===== src/hdl/mro_pkg.sv =====
// ----------------------------------------------------------------------------
// mro_pkg: shared types and constants for the modular exponentiation oracle
// Holds sequencer states, reduction step codes and register indexes.
// ----------------------------------------------------------------------------
package mro_pkg;

    // Sequencer states
    typedef enum logic [2:0] {
        ST_IDLE,
        ST_CHECK,
        ST_SQR,
        ST_DIV,
        ST_DONE
    } state_t;

    // What the running reduction feeds back into
    typedef enum logic [1:0] {
        OP_BASE,
        OP_ACC,
        OP_SQR
    } op_t;

    // Configuration register indexes
    localparam logic [2:0] REG_MODE    = 3'd0;
    localparam logic [2:0] REG_Y_WIDTH = 3'd1;
    localparam logic [2:0] REG_BASE    = 3'd2;
    localparam logic [2:0] REG_MODULUS = 3'd3;
    localparam logic [2:0] REG_KEY_IN  = 3'd4;
    localparam logic [2:0] REG_KEY_OUT = 3'd5;

    localparam int CFG_WIDTH  = 32;
    localparam int DATA_WIDTH = 64;

endpackage


===== src/hdl/modexp_register_oracle.sv =====
// ----------------------------------------------------------------------------
// modexp_register_oracle: square-and-multiply register oracle
// Splits a 64-bit request into x and y, raises base to x (optionally
// whitened) modulo modulus, and returns (power ^ y) + (x << y_width).
// ----------------------------------------------------------------------------
// Usage:
//   Input channel: in_valid / in_stall / reg_value. A request is taken at a
//   clock edge with in_valid high and in_stall low. in_stall is high while
//   a request is being worked on.
//   Output channel: out_valid / out_stall / oracle_value, from an output
//   register that holds while out_stall is high.
//   Configuration: cfg_write, cfg_index, cfg_data; write only while idle.
//   Datapath: one shared multiplier feeds one restoring remainder unit that
//   retires one dividend bit per cycle. One request is in flight at a time.
//   A finished result waits in the sequencer while the output register is
//   still full and stalled.
//   Reset: registers return to mode 0, y_width 8, base 2, modulus 1, keys 0;
//   the block is idle and the output register empty.
// ----------------------------------------------------------------------------
module modexp_register_oracle #(
    parameter int MOD_WIDTH = 32
) (
    input  logic                            clk,
    input  logic                            rst_n,
    input  logic                            in_valid,
    output logic                            in_stall,
    input  logic [mro_pkg::DATA_WIDTH-1:0]  reg_value,
    output logic                            out_valid,
    input  logic                            out_stall,
    output logic [mro_pkg::DATA_WIDTH-1:0]  oracle_value,
    input  logic                            cfg_write,
    input  logic [2:0]                      cfg_index,
    input  logic [mro_pkg::CFG_WIDTH-1:0]   cfg_data
);
    import mro_pkg::*;

    localparam int W      = MOD_WIDTH;
    localparam int PW     = 2 * MOD_WIDTH;
    localparam int CNT_W  = $clog2(PW);

    // Configuration registers
    logic         mode_reg;
    logic [5:0]   y_width_reg;
    logic [W-1:0] base_reg;
    logic [W-1:0] modulus_reg;
    logic [W-1:0] key_in_reg;
    logic [W-1:0] key_out_reg;

    // Sequencer and datapath registers
    state_t                state_reg, state_next;
    op_t                   op_reg, op_next;
    logic [DATA_WIDTH-1:0] e_reg, e_next;
    logic [DATA_WIDTH-1:0] y_reg, y_next;
    logic [DATA_WIDTH-1:0] xs_reg, xs_next;
    logic [W-1:0]          acc_reg, acc_next;
    logic [W-1:0]          b_reg, b_next;
    logic [W-1:0]          m_reg, m_next;
    logic [PW-1:0]         prod_reg, prod_next;
    logic [W-1:0]          rem_reg, rem_next;
    logic [CNT_W-1:0]      cnt_reg, cnt_next;
    logic                  out_valid_reg, out_valid_next;
    logic [DATA_WIDTH-1:0] out_reg, out_next;

    logic [DATA_WIDTH-1:0] ymask;
    logic [W-1:0]          mul_a;
    logic [PW-1:0]         mul_p;
    logic [W:0]            rem_shift;
    logic [W:0]            rem_step;
    logic [DATA_WIDTH-1:0] power;

    assign in_stall     = (state_reg != ST_IDLE);
    assign out_valid    = out_valid_reg;
    assign oracle_value = out_reg;

    // Write configuration registers
    always_ff @(posedge clk or negedge rst_n)
    begin
        if (!rst_n)
        begin
            mode_reg    <= 1'b0;
            y_width_reg <= 6'd8;
            base_reg    <= W'(2);
            modulus_reg <= W'(1);
            key_in_reg  <= '0;
            key_out_reg <= '0;
        end
        else if (cfg_write)
        begin
            unique case (cfg_index)
                REG_MODE:    mode_reg    <= cfg_data[0];
                REG_Y_WIDTH: y_width_reg <= cfg_data[5:0];
                REG_BASE:    base_reg    <= cfg_data[W-1:0];
                REG_MODULUS: modulus_reg <= cfg_data[W-1:0];
                REG_KEY_IN:  key_in_reg  <= cfg_data[W-1:0];
                REG_KEY_OUT: key_out_reg <= cfg_data[W-1:0];
                default:     ;
            endcase
        end
    end

    // Shared multiplier and one restoring remainder step
    assign mul_a     = (state_reg == ST_CHECK) ? acc_reg : b_reg;
    assign mul_p     = PW'(mul_a) * PW'(b_reg);
    assign rem_shift = {rem_reg, prod_reg[PW-1]};
    assign rem_step  = (rem_shift >= {1'b0, m_reg}) ? (rem_shift - {1'b0, m_reg})
                                                     : rem_shift;
    assign ymask     = (DATA_WIDTH'(1) << y_width_reg) - DATA_WIDTH'(1);

    // Final power, whitened in Even-Mansour mode
    always_comb
    begin
        power = DATA_WIDTH'(acc_reg);
        if (mode_reg)
        begin
            power = power ^ DATA_WIDTH'(key_out_reg);
        end
    end

    // Sequencer: next state and datapath updates
    always_comb
    begin
        state_next     = state_reg;
        op_next        = op_reg;
        e_next         = e_reg;
        y_next         = y_reg;
        xs_next        = xs_reg;
        acc_next       = acc_reg;
        b_next         = b_reg;
        m_next         = m_reg;
        prod_next      = prod_reg;
        rem_next       = rem_reg;
        cnt_next       = cnt_reg;
        out_next       = out_reg;
        out_valid_next = out_valid_reg;

        // Drop the result once the receiver takes it
        if (out_valid_reg && !out_stall)
        begin
            out_valid_next = 1'b0;
        end

        unique case (state_reg)
            ST_IDLE:
            begin
                if (in_valid)
                begin
                    y_next    = reg_value & ymask;
                    xs_next   = reg_value & ~ymask;
                    e_next    = (reg_value >> y_width_reg)
                                ^ (mode_reg ? DATA_WIDTH'(key_in_reg) : '0);
                    m_next    = (modulus_reg == '0) ? W'(1) : modulus_reg;
                    acc_next  = W'(1);
                    prod_next = PW'(base_reg);
                    rem_next  = '0;
                    cnt_next  = CNT_W'(PW - 1);
                    op_next   = OP_BASE;
                    state_next = ST_DIV;
                end
            end
            ST_CHECK:
            begin
                if (e_reg == '0)
                begin
                    state_next = ST_DONE;
                end
                else if (e_reg[0])
                begin
                    prod_next  = mul_p;
                    rem_next   = '0;
                    cnt_next   = CNT_W'(PW - 1);
                    op_next    = OP_ACC;
                    state_next = ST_DIV;
                end
                else
                begin
                    state_next = ST_SQR;
                end
            end
            ST_SQR:
            begin
                prod_next  = mul_p;
                rem_next   = '0;
                cnt_next   = CNT_W'(PW - 1);
                op_next    = OP_SQR;
                state_next = ST_DIV;
            end
            ST_DIV:
            begin
                rem_next  = rem_step[W-1:0];
                prod_next = {prod_reg[PW-2:0], 1'b0};
                cnt_next  = cnt_reg - CNT_W'(1);
                if (cnt_reg == '0)
                begin
                    unique case (op_reg)
                        OP_BASE:
                        begin
                            b_next     = rem_step[W-1:0];
                            state_next = ST_CHECK;
                        end
                        OP_ACC:
                        begin
                            acc_next   = rem_step[W-1:0];
                            state_next = ST_SQR;
                        end
                        OP_SQR:
                        begin
                            b_next     = rem_step[W-1:0];
                            e_next     = e_reg >> 1;
                            state_next = ST_CHECK;
                        end
                        default:
                        begin
                            state_next = ST_CHECK;
                        end
                    endcase
                end
            end
            ST_DONE:
            begin
                // Hold until the output register is free
                if (!out_valid_reg || !out_stall)
                begin
                    out_next       = (power ^ y_reg) + xs_reg;
                    out_valid_next = 1'b1;
                    state_next     = ST_IDLE;
                end
            end
            default:
            begin
                state_next = ST_IDLE;
            end
        endcase
    end

    // State register
    always_ff @(posedge clk or negedge rst_n)
    begin
        if (!rst_n)
        begin
            state_reg     <= ST_IDLE;
            out_valid_reg <= 1'b0;
        end
        else
        begin
            state_reg     <= state_next;
            out_valid_reg <= out_valid_next;
        end
    end

    // Datapath registers
    always_ff @(posedge clk)
    begin
        op_reg   <= op_next;
        e_reg    <= e_next;
        y_reg    <= y_next;
        xs_reg   <= xs_next;
        acc_reg  <= acc_next;
        b_reg    <= b_next;
        m_reg    <= m_next;
        prod_reg <= prod_next;
        rem_reg  <= rem_next;
        cnt_reg  <= cnt_next;
        out_reg  <= out_next;
    end

endmodule

===== config.mk =====
export PLATFORM = sky130hd
export DESIGN_NAME = modexp_register_oracle
export DESIGN_NICKNAME = d
export VERILOG_FILES = /design/src/hdl/mro_pkg.sv /design/src/hdl/modexp_register_oracle.sv
export SDC_FILE = /design/constraint.sdc
export NUM_CORES = 2
export LEC_CHECK = 0
export BUFFER_PORTS_ARGS = -buffer_cell sky130_fd_sc_hd__buf_2
export CAP_MARGIN = 0
export CORE_MARGIN = 2
export CORE_UTILIZATION = 40
export CTS_CLUSTER_DIAMETER = 200
export DETAILED_ROUTE_END_ITERATION = 10
export GPL_ROUTABILITY_DRIVEN = 1
export PLACE_DENSITY = 0.65
export SETUP_SLACK_MARGIN = 0.2
export SLEW_MARGIN = 20
export SYNTH_ARGS = -nofsm -noshare
export SYNTH_HDL_FRONTEND = slang
export SYNTH_SLANG_ARGS = --single-unit

===== constraint.sdc =====
create_clock -name clk -period 11.2 [get_ports clk]
set_clock_uncertainty 0.2 [all_clocks]
set_input_delay 1.68 -clock clk [delete_from_list [all_inputs] [get_ports clk]]
set_output_delay 1.68 -clock clk [all_outputs]
set_load 0.05 [all_outputs]

==> impl_metrics.csv <==
group,metric,value,unit
run,max-cap-violations,0,
status,status,"finished clean",
critical_path,slowest_stage,"a2111oi_0",
synth,async_flop_share,0.234,
critical_path,path_delay_family,"adder cells",
critical_path,crit_fanout,55,
critical_path,critPathKind,"flop to flop",
synth,synth-edff-count,456,
synth,ys_dominant_reg_cell,"edfxtp_1",
synth,synth-seq-cells,595,
floorplanning,die_y,414,um
floorplanning,start_util,0.403,
cells_and_area,fin_nets,8227,
drt,initialDrtViolationCount,4581,
cells_and_area,final_common_cell,"nand2_1",
place,dpl.hpwl,163000,um
floorplanning,ios,170,
cells_and_area,fin_cells,9142,
clock_network,cts_setup_buffers,0,
critical_path,worst_setup_path_end_kind,"flop",
clock_network,cts_root_buf,"clkbuf_16",
drt,viasPerCell,5.52,
synth,syn_area_per_cell,9.72,um^2
critical_path,cp_num_cells,29,
cells_and_area,syn2layout_area_growth,7.92,%
floorplanning,dieArea,172000,um^2
synth,yosys-top-cells-area,"fa_1, edfxtp_1, ha_1",
floorplanning,core_area,167000,um^2
drt,ant_nets,0,
timing,timing.hold.ws,0.269,ns
floorplanning,die_x,414,um
clock_network,clk_latency,0.63,ns
drt,drc,0,
timing,fmax,96.0,MHz
critical_path,crit_buf_inv,4,
grt,track_usage,0.245,
clock_network,cts_max_path_buffers,3,
critical_path,crit_required,11.32,ns
synth,yosysSeqAreaShare,0.255,
timing,tns,0,ns
drt,vias,50500,
timing,tightest_slew,1.04,ns
grt,grt_max_degree,86,
cells_and_area,fill_cells,15900,
synth,ys_types,87,
clock_network,ctsResizeCount,0,
drt,wirelength,211000,um
place,place_inst,8998,
clock_network,cts_buffers,68,
place,gp_congestion,0.967,
clock_network,cts.clk_slew.worst_paths,0.06,ns
timing,hold_viol,0,
synth,synth_top_area_frac,0.267,
cells_and_area,final_cell_mix,"nand2_1, inv_1, fa_1",
critical_path,path_common_cell,"fa_1",
timing,slew-limit-headroom,0.302,
synth,synth_area,67400,um^2
grt,overflow,0,
clock_network,cts_hold_buffers,0,
grt,antenna_found_initial,32,
critical_path,slowest_delay,0.83,ns
clock_network,clock-sinks,595,
min_path,worstHoldPathType,"flop to flop",
drt,post_drt_wl_per_cell,23.0,um
critical_path,start_kind,"flop",
synth,syn_inst,6932,
timing,finalSetupViolations,0,
synth,syn-num-nets,8295,
timing,fin_crit,10.41,ns
clock_network,cts_htree_levels,3,
synth,yosys.area.top_type,"fa_1",
clock_network,cts_tree,"built",
critical_path,reg2regPathDepth,29,
grt,grt_pass1_wl,322000,um
timing,slew_viol_final,0,
floorplanning,rows,150,
drt,dr.pass1.iters,8,
cells_and_area,drive_gt1_frac,0.0940,
min_path,holdPathStages,0,
place,numPortBuffers,169,
grt,grt_pass1_vias,52600,
critical_path,crit_arrival,10.53,ns
synth,ys_warn_count,0,
timing,rsz0062_at_grt,"no",
timing,finalCritPeriodShare,0.930,
## path summary, 6_finish.rpt
kind | from | end | slack (ns)
hold reg to reg | modulus_reg[14] | m_reg[14] | 0.27
hold / removal | modulus_reg[14] | m_reg[14] | 0.27
min in group asynchronous | rst_n | key_out_reg[19] | 0.83
max in group asynchronous | rst_n | mode_reg | 8.65
setup reg to reg | state_reg[0] | prod_reg[60] | 0.79
setup / recovery | state_reg[0] | prod_reg[60] | 0.79
## logic make-up (layout without fill, tap and decap cells)
group           after synthesis  in the layout  share of synthesized area
xor+xnor                    261            261                     0.0339
fa+ha+maj                  1259           1259                      0.334
compound gates              928            928                     0.0859
other cells                   1             21                  0.0000556
buf+inv                    1371           1357                     0.0769
simple gates               2247           2247                      0.161
flops                       595            595                      0.255
mux                         270            270                     0.0536
## synthesized netlist by cell type (6+ instances only)
cell and count:
buf_1 31, a22oi_1 20, mux4_2 49, a21boi_0 18, dfrtp_1 136, o21bai_1 29
and2_1 669, nor3_1 33, a21o_1 91, nor4_1 36, nand2_1 1028, nand2b_1 15
fa_1 898, nand4_1 51, or2_2 8, or3_1 7, buf_2 10, mux2_2 133
mux2_4 26, xnor2_1 157, a31oi_1 38, mux2i_1 62, and3_1 37, o22ai_1 24
ha_1 361, edfxtp_1 456, xor2_1 104, inv_1 945, a211oi_1 19, a211o_1 6
a21oi_1 254, nor2b_1 59, a22o_1 28, o21ai_1 9, o21ai_0 258, o31ai_1 12
nor2_1 229, nand3_1 50, o21a_1 37, o211ai_1 21, clkbuf_1 378
## worst reg2reg max path: cells and delay by family (launching register included)
family | cells | cell delay (ns)
fa+ha+maj | 9 | 3.91
flops | 1 | 0.35
simple gates | 8 | 2.15
buf+inv | 4 | 0.84
compound gates | 7 | 2.45
xor+xnor | 1 | 0.18
## stage by stage
stage / cell area (um^2) / worst slack, ns / utilization
detailed placement: 70400 / 1.10 / 0.421
finish: 72700 / 0.787 / 0.435
global placement: 70400 / 1.15 / 0.421
CTS: 72700 / 1.07 / 0.435
global route: 72700 / 0.503 / 0.435
floorplan: 67400 / 2.54 / -
## routing by layer
metal  vias to the layer above  global-route usage  share of wire
met2                      2126               0.409           0.48
met4                        10               0.124          0.055
met1                     25600               0.306           0.39
li1                      22200                   -              -
met3                       529              0.0400          0.076
met5                         -                   0        0.00036
## area by class of cell
| cell class | instances | area [um^2] | share of cell area |
|---|---|---|---|
| diodes | 20 | 50.0 | 0.000688 |
| clock buffers | 92 | 1950 | 0.0267 |
| clock inverters | 32 | 339 | 0.00466 |
| inverters | 948 | 3560 | 0.0490 |
| multi-input cells | 4966 | 45100 | 0.620 |
| flip-flops and latches | 595 | 17200 | 0.236 |
| well taps | 2204 | 2760 | 0.0379 |
| repair buffers | 285 | 1780 | 0.0245 |
Power is left out: the tool's default activity adds up to more than one toggle a clock period on the data nets, which glitch-free logic cannot reach.
